## src/hdl/rcw_pkg.sv

```systemverilog
package rcw_pkg;

  // panel geometry
  localparam int unsigned MAX_SIDE = 1024;
  localparam int unsigned SIDE_W   = $clog2(MAX_SIDE + 1);
  localparam int unsigned COORD_W  = $clog2(MAX_SIDE);
  localparam int unsigned PROD_W   = 2 * SIDE_W;

  // clip arithmetic width, wide enough for any 16-bit corner plus size
  localparam int unsigned CALC_W = 18;

  // field widths
  localparam int unsigned FIELD_W  = 16;
  localparam int unsigned CFG_W    = 11;
  localparam int unsigned REG_IDX_W = 2;
  localparam int unsigned REPEAT_W = 21;
  localparam logic [REPEAT_W-1:0] REPEAT_MAX = '1;

  // register indexes
  localparam logic [REG_IDX_W-1:0] CFG_PANEL_WIDTH  = 2'd0;
  localparam logic [REG_IDX_W-1:0] CFG_PANEL_HEIGHT = 2'd1;
  localparam logic [REG_IDX_W-1:0] CFG_WIDE_BUS     = 2'd2;

  // reset values
  localparam logic [CFG_W-1:0] PANEL_WIDTH_RST  = 11'd320;
  localparam logic [CFG_W-1:0] PANEL_HEIGHT_RST = 11'd480;

  // panel command codes
  localparam logic [FIELD_W-1:0] CMD_COLUMN = 16'h002A;
  localparam logic [FIELD_W-1:0] CMD_PAGE   = 16'h002B;
  localparam logic [FIELD_W-1:0] CMD_WRITE  = 16'h002C;
  localparam logic [FIELD_W-1:0] BYTE_MASK  = 16'h00FF;

  // queue between front and back
  localparam int unsigned QUEUE_DEPTH = 2;
  localparam int unsigned QPTR_W      = $clog2(QUEUE_DEPTH);
  localparam int unsigned QCNT_W      = $clog2(QUEUE_DEPTH + 1);

  typedef logic [COORD_W-1:0] coord_t;
  typedef logic [SIDE_W-1:0]  side_t;

  // one clipped rectangle
  typedef struct packed {
    coord_t             x0;
    coord_t             x1;
    coord_t             y0;
    coord_t             y1;
    side_t              w;
    side_t              h;
    logic [FIELD_W-1:0] color;
  } rect_t;

  typedef struct packed {
    logic empty;
    logic full;
  } q_status_t;

  // output slots of one rectangle's command stream
  typedef enum logic [3:0] {
    SL_CMD_COL,
    SL_X0_HI,
    SL_X0_LO,
    SL_X1_HI,
    SL_X1_LO,
    SL_CMD_PAGE,
    SL_Y0_HI,
    SL_Y0_LO,
    SL_Y1_HI,
    SL_Y1_LO,
    SL_CMD_WRITE,
    SL_FILL
  } slot_e;

endpackage

```

## src/hdl/rcw_clip.sv

```systemverilog
module rcw_clip import rcw_pkg::*; (
  input  logic                      start_i,
  input  q_status_t                 status_i,
  input  logic signed [FIELD_W-1:0] rect_x_i,
  input  logic signed [FIELD_W-1:0] rect_y_i,
  input  logic signed [FIELD_W-1:0] rect_w_i,
  input  logic signed [FIELD_W-1:0] rect_h_i,
  input  logic [FIELD_W-1:0]        fill_color_i,
  input  logic [CFG_W-1:0]          panel_width_i,
  input  logic [CFG_W-1:0]          panel_height_i,
  output logic                      push_o,
  output rect_t                     entry_o
);

  logic [CALC_W-1:0]        pw_raw, ph_raw;
  logic signed [CALC_W-1:0] pw_s, ph_s;
  logic signed [CALC_W-1:0] x_s, y_s, w_s, h_s;
  logic signed [CALC_W-1:0] x_lo, y_lo, x_end, y_end, x_endc, y_endc;
  logic signed [CALC_W-1:0] w_c, h_c, x_last, y_last;
  logic                     nonempty;

  // panel size limited to the largest supported side
  assign pw_raw = CALC_W'(panel_width_i);
  assign ph_raw = CALC_W'(panel_height_i);
  assign pw_s   = (pw_raw > CALC_W'(MAX_SIDE)) ? CALC_W'(MAX_SIDE) : pw_raw;
  assign ph_s   = (ph_raw > CALC_W'(MAX_SIDE)) ? CALC_W'(MAX_SIDE) : ph_raw;

  // sign-extend the request
  assign x_s = {{(CALC_W-FIELD_W){rect_x_i[FIELD_W-1]}}, rect_x_i};
  assign y_s = {{(CALC_W-FIELD_W){rect_y_i[FIELD_W-1]}}, rect_y_i};
  assign w_s = {{(CALC_W-FIELD_W){rect_w_i[FIELD_W-1]}}, rect_w_i};
  assign h_s = {{(CALC_W-FIELD_W){rect_h_i[FIELD_W-1]}}, rect_h_i};

  // left/top edge clamped at zero, exclusive far edge clamped at panel size
  assign x_lo   = x_s[CALC_W-1] ? '0 : x_s;
  assign y_lo   = y_s[CALC_W-1] ? '0 : y_s;
  assign x_end  = x_s + w_s;
  assign y_end  = y_s + h_s;
  assign x_endc = (x_end > pw_s) ? pw_s : x_end;
  assign y_endc = (y_end > ph_s) ? ph_s : y_end;

  // clipped size and inclusive far edge
  assign w_c    = x_endc - x_lo;
  assign h_c    = y_endc - y_lo;
  assign x_last = x_endc - CALC_W'(1);
  assign y_last = y_endc - CALC_W'(1);

  assign nonempty = !w_c[CALC_W-1] && (w_c != '0) && !h_c[CALC_W-1] && (h_c != '0);

  // empty rectangles are dropped here
  assign push_o = start_i && !status_i.full && nonempty;

  assign entry_o.x0    = x_lo[COORD_W-1:0];
  assign entry_o.x1    = x_last[COORD_W-1:0];
  assign entry_o.y0    = y_lo[COORD_W-1:0];
  assign entry_o.y1    = y_last[COORD_W-1:0];
  assign entry_o.w     = w_c[SIDE_W-1:0];
  assign entry_o.h     = h_c[SIDE_W-1:0];
  assign entry_o.color = fill_color_i;

endmodule

```

## src/hdl/rcw_queue.sv

```systemverilog
module rcw_queue import rcw_pkg::*; (
  input  logic      clk_i,
  input  logic      rst_ni,
  input  logic      push_i,
  input  rect_t     entry_i,
  input  logic      pop_i,
  output q_status_t status_o,
  output rect_t     head_o
);

  rect_t             mem_q [QUEUE_DEPTH];
  logic [QPTR_W-1:0] wr_ptr_q, wr_ptr_d, rd_ptr_q, rd_ptr_d;
  logic [QCNT_W-1:0] count_q, count_d;

  // pointer and fill count update
  always_comb begin
    wr_ptr_d = wr_ptr_q;
    rd_ptr_d = rd_ptr_q;
    count_d  = count_q;
    if (push_i) begin
      wr_ptr_d = (wr_ptr_q == QPTR_W'(QUEUE_DEPTH - 1)) ? '0 : wr_ptr_q + 1'b1;
    end
    if (pop_i) begin
      rd_ptr_d = (rd_ptr_q == QPTR_W'(QUEUE_DEPTH - 1)) ? '0 : rd_ptr_q + 1'b1;
    end
    if (push_i && !pop_i) begin
      count_d = count_q + 1'b1;
    end else if (pop_i && !push_i) begin
      count_d = count_q - 1'b1;
    end
  end

  always_ff @(posedge clk_i or negedge rst_ni) begin
    if (!rst_ni) begin
      wr_ptr_q <= '0;
      rd_ptr_q <= '0;
      count_q  <= '0;
    end else begin
      wr_ptr_q <= wr_ptr_d;
      rd_ptr_q <= rd_ptr_d;
      count_q  <= count_d;
    end
  end

  // entry storage
  always_ff @(posedge clk_i) begin
    if (push_i) begin
      mem_q[wr_ptr_q] <= entry_i;
    end
  end

  assign head_o         = mem_q[rd_ptr_q];
  assign status_o.empty = (count_q == '0);
  assign status_o.full  = (count_q == QCNT_W'(QUEUE_DEPTH));

`ifndef SYNTHESIS
  // front never writes a full queue
  a_no_overflow: assert property (@(posedge clk_i) disable iff (!rst_ni)
    push_i |-> !status_o.full)
    else $error("rect request pushed into full queue");

  // back never reads an empty queue
  a_no_underflow: assert property (@(posedge clk_i) disable iff (!rst_ni)
    pop_i |-> !status_o.empty)
    else $error("rect request popped from empty queue");
`endif

endmodule

```

## src/hdl/rcw_seq.sv

```systemverilog
module rcw_seq import rcw_pkg::*; (
  input  logic                clk_i,
  input  logic                rst_ni,
  input  q_status_t           status_i,
  input  rect_t               head_i,
  input  logic                wide_bus_mode_i,
  output logic                pop_o,
  output logic                result_strobe_o,
  output logic                is_command_o,
  output logic [FIELD_W-1:0]  bus_value_o,
  output logic                two_bytes_o,
  output logic [REPEAT_W-1:0] repeat_count_o,
  output logic                last_item_o
);

  localparam int unsigned EXT_W = PROD_W + REPEAT_W;

  slot_e               slot_q, slot_d;
  logic                active_q, active_d;
  rect_t               cur_q;
  logic [PROD_W-1:0]   prod_q;
  logic [EXT_W-1:0]    prod_ext;
  logic [REPEAT_W-1:0] count_sat;
  logic                take;

  logic                strobe_q;
  logic                is_cmd_q, is_cmd_d;
  logic [FIELD_W-1:0]  value_q, value_d;
  logic                two_q, two_d;
  logic [REPEAT_W-1:0] rep_q, rep_d;
  logic                last_q, last_d;

  // state register
  always_ff @(posedge clk_i or negedge rst_ni) begin
    if (!rst_ni) begin
      slot_q   <= SL_CMD_COL;
      active_q <= 1'b0;
      strobe_q <= 1'b0;
    end else begin
      slot_q   <= slot_d;
      active_q <= active_d;
      strobe_q <= active_q;
    end
  end

  // pixel count, saturated to the repeat field
  assign prod_ext  = EXT_W'(prod_q);
  assign count_sat = (prod_ext > EXT_W'(REPEAT_MAX)) ? REPEAT_MAX : prod_ext[REPEAT_W-1:0];

  // next slot and item decode
  always_comb begin
    logic [FIELD_W-1:0] word;
    logic               done;
    logic               hi;

    done     = active_q && (slot_q == SL_FILL);
    take     = (!active_q || done) && !status_i.empty;
    active_d = take ? 1'b1 : (done ? 1'b0 : active_q);
    slot_d   = slot_q;

    if (take) begin
      slot_d = SL_CMD_COL;
    end else if (active_q) begin
      unique case (slot_q)
        SL_CMD_COL:   slot_d = wide_bus_mode_i ? SL_X0_HI : SL_X0_LO;
        SL_X0_HI:     slot_d = SL_X0_LO;
        SL_X0_LO:     slot_d = wide_bus_mode_i ? SL_X1_HI : SL_X1_LO;
        SL_X1_HI:     slot_d = SL_X1_LO;
        SL_X1_LO:     slot_d = SL_CMD_PAGE;
        SL_CMD_PAGE:  slot_d = wide_bus_mode_i ? SL_Y0_HI : SL_Y0_LO;
        SL_Y0_HI:     slot_d = SL_Y0_LO;
        SL_Y0_LO:     slot_d = wide_bus_mode_i ? SL_Y1_HI : SL_Y1_LO;
        SL_Y1_HI:     slot_d = SL_Y1_LO;
        SL_Y1_LO:     slot_d = SL_CMD_WRITE;
        SL_CMD_WRITE: slot_d = SL_FILL;
        SL_FILL:      slot_d = SL_CMD_COL;
        default:      slot_d = SL_CMD_COL;
      endcase
    end

    // defaults describe a coordinate data item
    word     = '0;
    hi       = 1'b0;
    is_cmd_d = 1'b0;
    two_d    = 1'b1;
    rep_d    = REPEAT_W'(1);
    last_d   = 1'b0;
    value_d  = '0;

    unique case (slot_q)
      SL_CMD_COL: begin
        is_cmd_d = 1'b1;
        two_d    = wide_bus_mode_i;
        value_d  = CMD_COLUMN;
      end
      SL_CMD_PAGE: begin
        is_cmd_d = 1'b1;
        two_d    = wide_bus_mode_i;
        value_d  = CMD_PAGE;
      end
      SL_CMD_WRITE: begin
        is_cmd_d = 1'b1;
        two_d    = wide_bus_mode_i;
        value_d  = CMD_WRITE;
      end
      SL_FILL: begin
        value_d = cur_q.color;
        rep_d   = count_sat;
        last_d  = 1'b1;
      end
      SL_X0_HI: begin
        word = FIELD_W'(cur_q.x0);
        hi   = 1'b1;
      end
      SL_X0_LO: word = FIELD_W'(cur_q.x0);
      SL_X1_HI: begin
        word = FIELD_W'(cur_q.x1);
        hi   = 1'b1;
      end
      SL_X1_LO: word = FIELD_W'(cur_q.x1);
      SL_Y0_HI: begin
        word = FIELD_W'(cur_q.y0);
        hi   = 1'b1;
      end
      SL_Y0_LO: word = FIELD_W'(cur_q.y0);
      SL_Y1_HI: begin
        word = FIELD_W'(cur_q.y1);
        hi   = 1'b1;
      end
      SL_Y1_LO: word = FIELD_W'(cur_q.y1);
      default: word = '0;
    endcase

    // coordinate split into bytes on the wide bus, whole word otherwise
    if (!is_cmd_d && !last_d) begin
      if (hi) begin
        value_d = (word >> 8) & BYTE_MASK;
      end else begin
        value_d = wide_bus_mode_i ? (word & BYTE_MASK) : word;
      end
    end
  end

  assign pop_o = take;

  // current rectangle and its pixel product
  always_ff @(posedge clk_i) begin
    if (take) begin
      cur_q <= head_i;
    end
    prod_q   <= cur_q.w * cur_q.h;
    is_cmd_q <= is_cmd_d;
    value_q  <= value_d;
    two_q    <= two_d;
    rep_q    <= rep_d;
    last_q   <= last_d;
  end

  assign result_strobe_o = strobe_q;
  assign is_command_o    = is_cmd_q;
  assign bus_value_o     = value_q;
  assign two_bytes_o     = two_q;
  assign repeat_count_o  = rep_q;
  assign last_item_o     = last_q;

`ifndef SYNTHESIS
  // fill item always carries at least one pixel
  a_fill_count: assert property (@(posedge clk_i) disable iff (!rst_ni)
    (result_strobe_o && last_item_o) |-> (repeat_count_o != '0))
    else $error("fill item with zero pixel count");

  // every other item is sent once
  a_single_repeat: assert property (@(posedge clk_i) disable iff (!rst_ni)
    (result_strobe_o && !last_item_o) |-> (repeat_count_o == REPEAT_W'(1)))
    else $error("non-fill item with repeat count other than one");

  // a run of results opens with the column-address command
  a_burst_start: assert property (@(posedge clk_i) disable iff (!rst_ni)
    $rose(result_strobe_o) |-> (is_command_o && (bus_value_o == CMD_COLUMN)))
    else $error("result run does not start with column command");
`endif

endmodule

```

## src/hdl/rect_clip_window_command_gen.sv

```systemverilog
// Clips a signed rectangle to the panel and emits the window-fill command
// stream: column command and range, page command and range, memory-write
// command, then one fill item with the colour and pixel count. A rectangle
// is taken when start is high and busy is low; one clipped away entirely
// gives no results. Results leave one per cycle, each on the ports for one
// cycle with result_strobe_o high, and the receiver cannot stall them. The
// back-end sequencer emits twelve results per rectangle on the wide bus
// and eight on the narrow bus. The front clips in the cycle of acceptance and
// places the rectangle in a two-entry queue, so busy rises only when both
// entries wait; into an empty block a rectangle passes the queue and the
// slot register before its first result is registered. Configuration writes
// are always ready and must only be made while the block is idle.
module rect_clip_window_command_gen import rcw_pkg::*; (
  input  logic                      clk_i,
  input  logic                      rst_ni,
  input  logic                      start,
  output logic                      busy,
  input  logic signed [FIELD_W-1:0] rect_x_i,
  input  logic signed [FIELD_W-1:0] rect_y_i,
  input  logic signed [FIELD_W-1:0] rect_w_i,
  input  logic signed [FIELD_W-1:0] rect_h_i,
  input  logic [FIELD_W-1:0]        fill_color_i,
  input  logic                      cfg_valid_i,
  output logic                      cfg_ready_o,
  input  logic [REG_IDX_W-1:0]      cfg_index_i,
  input  logic [CFG_W-1:0]          cfg_data_i,
  output logic                      result_strobe_o,
  output logic                      is_command_o,
  output logic [FIELD_W-1:0]        bus_value_o,
  output logic                      two_bytes_o,
  output logic [REPEAT_W-1:0]       repeat_count_o,
  output logic                      last_item_o
);

  logic [CFG_W-1:0] panel_width_q, panel_height_q;
  logic             wide_bus_q;
  q_status_t        q_status;
  rect_t            push_entry, head_entry;
  logic             push, pop;

  // configuration registers
  assign cfg_ready_o = 1'b1;

  always_ff @(posedge clk_i or negedge rst_ni) begin
    if (!rst_ni) begin
      panel_width_q  <= PANEL_WIDTH_RST;
      panel_height_q <= PANEL_HEIGHT_RST;
      wide_bus_q     <= 1'b1;
    end else if (cfg_valid_i && cfg_ready_o) begin
      if (cfg_index_i == CFG_PANEL_WIDTH) begin
        panel_width_q <= cfg_data_i;
      end
      if (cfg_index_i == CFG_PANEL_HEIGHT) begin
        panel_height_q <= cfg_data_i;
      end
      if (cfg_index_i == CFG_WIDE_BUS) begin
        wide_bus_q <= cfg_data_i[0];
      end
    end
  end

  assign busy = q_status.full;

  // front: accept and clip
  rcw_clip u_clip (
    .start_i        (start),
    .status_i       (q_status),
    .rect_x_i       (rect_x_i),
    .rect_y_i       (rect_y_i),
    .rect_w_i       (rect_w_i),
    .rect_h_i       (rect_h_i),
    .fill_color_i   (fill_color_i),
    .panel_width_i  (panel_width_q),
    .panel_height_i (panel_height_q),
    .push_o         (push),
    .entry_o        (push_entry)
  );

  // queue of clipped rectangles
  rcw_queue u_queue (
    .clk_i    (clk_i),
    .rst_ni   (rst_ni),
    .push_i   (push),
    .entry_i  (push_entry),
    .pop_i    (pop),
    .status_o (q_status),
    .head_o   (head_entry)
  );

  // back: command sequencer
  rcw_seq u_seq (
    .clk_i           (clk_i),
    .rst_ni          (rst_ni),
    .status_i        (q_status),
    .head_i          (head_entry),
    .wide_bus_mode_i (wide_bus_q),
    .pop_o           (pop),
    .result_strobe_o (result_strobe_o),
    .is_command_o    (is_command_o),
    .bus_value_o     (bus_value_o),
    .two_bytes_o     (two_bytes_o),
    .repeat_count_o  (repeat_count_o),
    .last_item_o     (last_item_o)
  );

endmodule

```

## config.mk

```make
export PLATFORM = sky130hd
export DESIGN_NAME = rect_clip_window_command_gen
export DESIGN_NICKNAME = d
export VERILOG_FILES = /design/src/hdl/rcw_pkg.sv /design/src/hdl/rcw_clip.sv /design/src/hdl/rcw_queue.sv /design/src/hdl/rcw_seq.sv /design/src/hdl/rect_clip_window_command_gen.sv
export SDC_FILE = /design/constraint.sdc
export NUM_CORES = 1
export LEC_CHECK = 0
export BUFFER_PORTS_ARGS = -buffer_cell sky130_fd_sc_hd__buf_2
export CORE_MARGIN = 2
export CORE_UTILIZATION = 60
export DETAILED_ROUTE_END_ITERATION = 6
export PLACE_DENSITY = 0.91
export SLEW_MARGIN = 20
export SYNTH_ARGS = -nofsm -noshare
export SYNTH_HDL_FRONTEND = slang
export SYNTH_SLANG_ARGS = --single-unit
```

## constraint.sdc

```tcl
create_clock -name clk_i -period 18 [get_ports clk_i]
set_input_delay 0 -clock clk_i [delete_from_list [all_inputs] [get_ports clk_i]]
set_output_delay 0 -clock clk_i [all_outputs]
set_load 0.1 [all_outputs]
```

==> results of run 1 <==
## registers in the layout, summed over array words and instances, names as in the netlist
register	count
u_seq.result_strobe_o	1
panel_width_q	11
u_queue.wr_ptr_q	1
wide_bus_q	1
u_seq.bus_value_o	16
u_seq.two_bytes_o	1
u_seq.prod_q	22
u_seq.is_command_o	1
u_seq.active_q	1
u_queue.rd_ptr_q	1
u_queue.count_q	2
u_seq.cur_q	78
panel_height_q	11
u_queue.mem_q	156
u_seq.repeat_count_o	21
u_seq.slot_q	4
u_seq.last_item_o	1
## worst min-delay path by stage
stage                                                end  cells past startpoint        start  slack (ns)
after floorplan            panel_height_q[0]$_DFFE_PN0P_                      0       rst_ni       -0.30
after global placement      panel_width_q[0]$_DFFE_PN0P_                      1       rst_ni        0.11
after detailed placement    panel_width_q[1]$_DFFE_PN0P_                      1       rst_ni        0.13
after CTS                   u_queue.wr_ptr_q$_DFFE_PN0P_                      6        start       0.008
after global routing      u_queue.mem_q[1][69]$_DFFE_PP_                      3  rect_x_i[1]        0.04
final                     u_queue.mem_q[0][69]$_DFFE_PP_                      3  rect_x_i[1]        0.02
## per-layer routing
metal,part of all wire [%],routed length (um),vias to the layer above,GRT usage [%]
met3,6.5,3080,142,3.63
li1,-,-,6715,-
met5,0,0,-,0
met2,50,23600,658,47.5
met4,4.2,1980,0,11.5
met1,39,18400,6991,32.8
## stage by stage
step | util (%) | hold slack, ns | setup WS, ns | total power, W | instances
finish | 68.4 | 0.0236 | 9.72 | 0.00312 | 2456
global route | 68.4 | 0.0404 | 9.26 | 0.00330 | 2456
CTS | 68.4 | 0.00799 | 9.85 | 0.00310 | 2456
detailed placement | 63.8 | 0.129 | 9.98 | 0.00243 | 2346
global placement | 63.8 | 0.105 | 10.32 | 0.00237 | 2346
floorplan | - | -0.296 | 6.51 | 0.00211 | 1817
## cell type report
type | instances | area share [%]
clock buffers | 47 | 4.17
clock inverters | 14 | 0.400
inverters | 162 | 2.66
multi-input cells | 1260 | 44.9
flip-flops and latches | 329 | 39.9
well taps | 448 | 2.46
repair buffers | 196 | 5.47
## logic make-up after synthesis
| family | synth area share [%] |
|---|---|
| and+or+nand+nor | 12.5 |
| DFF | 45.0 |
| AOI/OAI and AO/OA | 10.4 |
| adders and majority gates | 17.6 |
| buffers and inverters | 4.36 |
| muxes | 6.58 |
| xor gates and xnor gates | 3.50 |
| other | 0.0185 |
## cell usage in the layout, fill, tap and decap left out, types with 25 or more instances in the layout
master and count:
mux2_2 102, nand2_1 161, fa_1 84, nand2b_1 35, nor3_1 25, edfxtp_1 234, dfxtp_1 62, a21o_1 25
clkbuf_16 35, and2_1 68, xnor2_1 56, dfrtp_1 25, dlygate4sd3_1 49, ha_1 148, inv_1 160, a21oi_1 69
buf_2 138, nor2_1 125, o21ai_0 64
## power by group through the flow
| stage | combinational (W) | sequential, W | clock, W |
|---|---|---|---|
| finish | 0.00143 | 0.00103 | 0.000661 |
| global route | 0.00157 | 0.00104 | 0.000692 |
| CTS | 0.00141 | 0.00103 | 0.000661 |
| detailed placement | 0.00139 | 0.00104 | 0 |
| global placement | 0.00134 | 0.00103 | 0 |
| floorplan | 0.00102 | 0.00109 | 0 |
## worst max-delay path, delay by kind of cell
kind / cells / cell delay (ns)
compound gates: 11 / 2.75
xor+xnor: 2 / 0.35
fa+ha+maj: 4 / 1.24
buf+inv: 4 / 1.10
mux: 1 / 0.38
simple gates: 8 / 2.50
==> metrics.cfg, run 1 <==
[timing]
finalSetupViolations = 0
slew_headroom_pct = 27.0
fin_skew_ns = 0.0291
grt_setup_unrepaired = no
post-route-min-period_ns = 8.28
finalSetupTns_ns = 0
hold_viol_final = 0
worstMarginPinSlew_ns = 1.10
finalCritPeriodShare_pct = 46.0
slew_viol_final = 0
clock.fmax_mhz = 121

[synthesis]
yosys_warnings = 0
synthArstFlopShare_pct = 10.0
yosysMostFrequentCell = edfxtp_1
ys_seq_area_share_pct = 45.0
synth_flop_cell = edfxtp_1
synth_area_leader_cell = edfxtp_1
netlist.area_leader.share_pct = 34.7
synthTopCellsByCount = 234 x edfxtp_1, 161 x inv_1, 161 x nand2_1
syn-cell-area_sq_um = 20200
ys_types = 91
synth_edf_count = 234
syn-num-nets = 2146
syn_inst = 1817
ys_ff_latch = 329
synth_area_leaders = edfxtp_1 35%, ha_1 9.2%, fa_1 8.3%
synth_area_per_cell_sq_um = 11.1

[floorplanning]
die_y_um = 188
core_sq_um = 33400
die_w_um = 188
die-area_sq_um = 35200
ios = 140
initial_utilization_pct = 60.6
placementRows = 67

[critical_path]
regToRegSetupSlack_ns = 10.14
r2r_end = u_queue.mem_q[1][3]$_DFFE_PP_
cp.required_ns = 18.11
endpoint_kind = register
path_class = in -> reg
slowest_stage = or4b_1
path_common_cell = ha_1
cpPeakStageDelay_ns = 0.60
critPathArrivalTime_ns = 8.39
r2r-start = panel_width_q[10]$_DFFE_PN0P_
start_kind = input port
endpoint = u_queue.mem_q[1][3]$_DFFE_PP_
r2r_cells = 30
crit_fanout = 78
critPathLaunch = rect_x_i[0]

[final_layout]
final_area_sq_um = 22800
drive_gt1_share_pct = 16.6
nets = 2313
n_fill_cell = 2320
ff_latch_area_sq_um = 9100
antennaDiodeCount = 0
synthToLayoutAreaGrowth_pct = 12.8
multiInputGateArea_sq_um = 10300

[clock_tree]
numCtsBuffers = 35
cts_tree = yes
cts_resized = 0
clock_latency_ns = 0.53
postCtsSetupRepairBufs = 0
numClockSinks = 329
root_buffer = clkbuf_16
hold_buffers = 49
h-tree-depth = 2
clk_path_buf_depth = 3
clk_pin_slew_ns = 0.06

[run_status]
status = finished clean

[power_and_ir_drop]
p_per_area_nw_per_um2 = 137
clkPwrFrac_pct = 21.2
pwr-share-comb_pct = 45.8
p_leak_nw = 9.66
ir_worst_vdd_v = 0.000137
p_int_w = 0.00190
seqPwrFrac_pct = 33.0
p_switching_w = 0.00122
switching_share_pct = 39.0

[grt]
grt_pass1_wl_mm = 74.9
antenna_found_initial = 0
grt_max_degree = 79
grt_pass1_vias = 14700
grt_overflow = 0
grt_use_total_pct = 26.7

[detailed_routing]
via_per_inst = 5.91
ant_nets = 0
drt_iter0_drc = 1231
drc_errors = 0
drt_wl_total_mm = 47.1
wire_per_inst_um = 19.2
firstDrtPassIters = 6
vias = 14500

[place]
io_buffers = 138
globalplace.congestion = 0.946
dp_hpwl_mm = 33.0
place_area_sq_um = 21300

[run]
drv_cap = 0

[hold_path]
min_path_type = in -> reg

Note: power is estimated with default switching activity, not from simulation.
==> run 2, diff against run 1 <==
==> constraint.sdc (replaced) <==
create_clock -name clk_i -period 8 [get_ports clk_i]
set_input_delay 0 -clock clk_i [delete_from_list [all_inputs] [get_ports clk_i]]
set_output_delay 0 -clock clk_i [all_outputs]
set_load 0.1 [all_outputs]
==> run 2 against run 1 <==
Effect of this change:
- the flow now finishes with violations (DRC)
- sequential cell count unchanged
- sequential share of layout area decreased by 0.27 points
- utilization increased by 0.46 points
- count of clock-buffer cells in the layout decreased by 2
- hold slack improved by 0.024 ns
- clock power increased by 140%
- cell count increased by 0.24%
- global-route usage increased by 1.1 points
- register-to-register slack got worse by 9.4 ns
- wire length increased by 4.5%
- critical path type unchanged
- largest power group unchanged
==> metrics.cfg, run 2 (same netlist as run 1, synthesis figures left out) <==
[floorplanning]
initial_utilization_pct = 60.6
core_sq_um = 33400
placementRows = 67
die_w_um = 188
ios = 140
die-area_sq_um = 35200
die_y_um = 188

[critical_path]
cp.required_ns = 8.45
path_class = in -> reg
cpPeakStageDelay_ns = 0.57
endpoint_kind = register
critPathArrivalTime_ns = 8.01
crit_fanout = 4
slowest_stage = or4b_1
path_common_cell = ha_1
start_kind = input port

[final_layout]
nets = 2318
reg_top3 = u_queue.mem_q x156, u_seq.cur_q x78, u_seq.prod_q x22
largest_reg_flops = 156
final_cell_mix = 234 x edfxtp_1, 162 x inv_1, 161 x nand2_1
top_register = u_queue.mem_q
synthToLayoutAreaGrowth_pct = 13.6
final_common_cell = edfxtp_1
drive_gt1_share_pct = 16.9
final_cells = 2462
final_area_sq_um = 23000
antennaDiodeCount = 0

[clock_tree]
clk_pin_slew_ns = 0.07
clock_latency_ns = 0.55
numClockSinks = 329
cts_tree = yes
h-tree-depth = 2
root_buffer = clkbuf_16
numCtsBuffers = 34
clk_path_buf_depth = 3

[timing]
finalCritPeriodShare_pct = 94.5
worstMarginPinSlew_ns = 1.07
grt_setup_unrepaired = no
finalSetupViolations = 0
slew_viol_final = 0
clock.fmax_mhz = 132
post-route-min-period_ns = 7.56
slew_headroom_pct = 28.6
fin_skew_ns = 0.0255
hold_viol_final = 0

[detailed_routing]
via_per_inst = 5.99
drt_wl_total_mm = 49.2
drt_iter0_drc = 1363
vias = 14700
firstDrtPassIters = 7
wire_per_inst_um = 20.0
ant_nets = 0
drc_errors = 6

[grt]
grt_use_total_pct = 27.9
grt_overflow = 0
antenna_found_initial = 0
grt_pass1_wl_mm = 78.0
grt_max_degree = 80
grt_pass1_vias = 15000

[run]
drv_cap = 0

[power_and_ir_drop]
p_switching_w = 0.00284
switching_share_pct = 39.5
p_leak_nw = 9.72
pwr-share-comb_pct = 45.6
p_per_area_nw_per_um2 = 312
finalPower_w = 0.00718
clkPwrFrac_pct = 22.1
seqPwrFrac_pct = 32.4
p_int_w = 0.00434
ir_worst_vdd_v = 0.000291

[place]
dp_hpwl_mm = 33.3
dp.cells = 2347
io_buffers = 138
place_area_sq_um = 21300
globalplace.congestion = 0.921

[hold_path]
min_path_type = in -> reg

[run_status]
status = finished, violations left
violations = DRC

==> run 2: critical path: cells and delay by family <==
family	cells	cell delay (ns)
AO/OA/AOI/OAI	11	2.57
XOR/XNOR	4	0.68
adder cells (fa/ha/maj)	5	1.55
buffers and inverters	3	0.74
multiplexers	1	0.38
AND/OR/NAND/NOR	8	2.06
==> run 2: routing by layer <==
metal / vias to the layer above / share of wire (%) / track usage, %
met5: - / 0 / 0
met4: 0 / 4.6 / 12.2
met3: 177 / 7.4 / 3.93
met2: 776 / 50 / 49.9
met1: 7062 / 38 / 33.5
li1: 6728 / - / -
==> run 2: layout make-up <==
| type | count | area (sq um) |
|---|---|---|
| timing repair buffer | 201 | 1310 |
| sequential | 329 | 9100 |
| clock inverter | 16 | 144 |
| inverter | 162 | 608 |
| clock buffer | 45 | 965 |
| fill | 2244 | 10400 |
| multi-input combinational | 1261 | 10300 |
| tap | 448 | 561 |
==> run 2: metrics by stage <==
| stage | util (%) | setup WS (ns) | hold slack (ns) | setup TNS [ns] |
|---|---|---|---|---|
| 2_1_floorplan | - | -0.0139 | -0.296 | -1.08 |
| 3_3_place_gp | 63.9 | 0.642 | 0.106 | 0 |
| 3_5_place_dp | 63.9 | 0.454 | 0.117 | 0 |
| 4_1_cts | 68.8 | 0.421 | 0.0207 | 0 |
| 5_1_grt | 68.9 | 0.0121 | 0.0547 | 0 |
| 6_report | 68.9 | 0.444 | 0.0476 | 0 |
==> run 2: timing repair <==
action | 4_1_cts | 5_1_grt
endpoints found under the setup margin | 0 | 79
hold buffers | 53 | 0
resized for setup | 0 | 4
setup buffers | 0 | 0
endpoints found under the hold margin | 128 | 0
==> run 2: worst paths after layout <==
path	startpoint	to	slack (ns)	depth (start not counted)
setup / recovery	rect_x_i[1]	u_queue.count_q[1]$_DFFE_PN0P_	0.44	32
max in group asynchronous	rst_ni	u_queue.rd_ptr_q$_DFFE_PN0P_	7.33	2
setup reg to reg	panel_width_q[10]$_DFFE_PN0P_	u_queue.count_q[1]$_DFFE_PN0P_	0.75	32
hold reg to reg	u_seq.prod_q[0]$_DFF_P_	u_seq.repeat_count_o[0]$_SDFF_PP1_	0.43	1
hold / removal	rect_y_i[15]	u_queue.mem_q[1][54]$_DFFE_PP_	0.05	3
min in group asynchronous	rst_ni	u_seq.active_q$_DFFE_PN0P_	0.11	2
==> run 2: power groups by stage <==
| stage | registers [W] | logic (W) | clock network [W] |
|---|---|---|---|
| 2_1_floorplan | 0.00245 | 0.00230 | 0 |
| 3_3_place_gp | 0.00233 | 0.00300 | 0 |
| 3_5_place_dp | 0.00234 | 0.00312 | 0 |
| 4_1_cts | 0.00231 | 0.00321 | 0.00158 |
| 5_1_grt | 0.00234 | 0.00357 | 0.00165 |
| 6_report | 0.00232 | 0.00327 | 0.00158 |
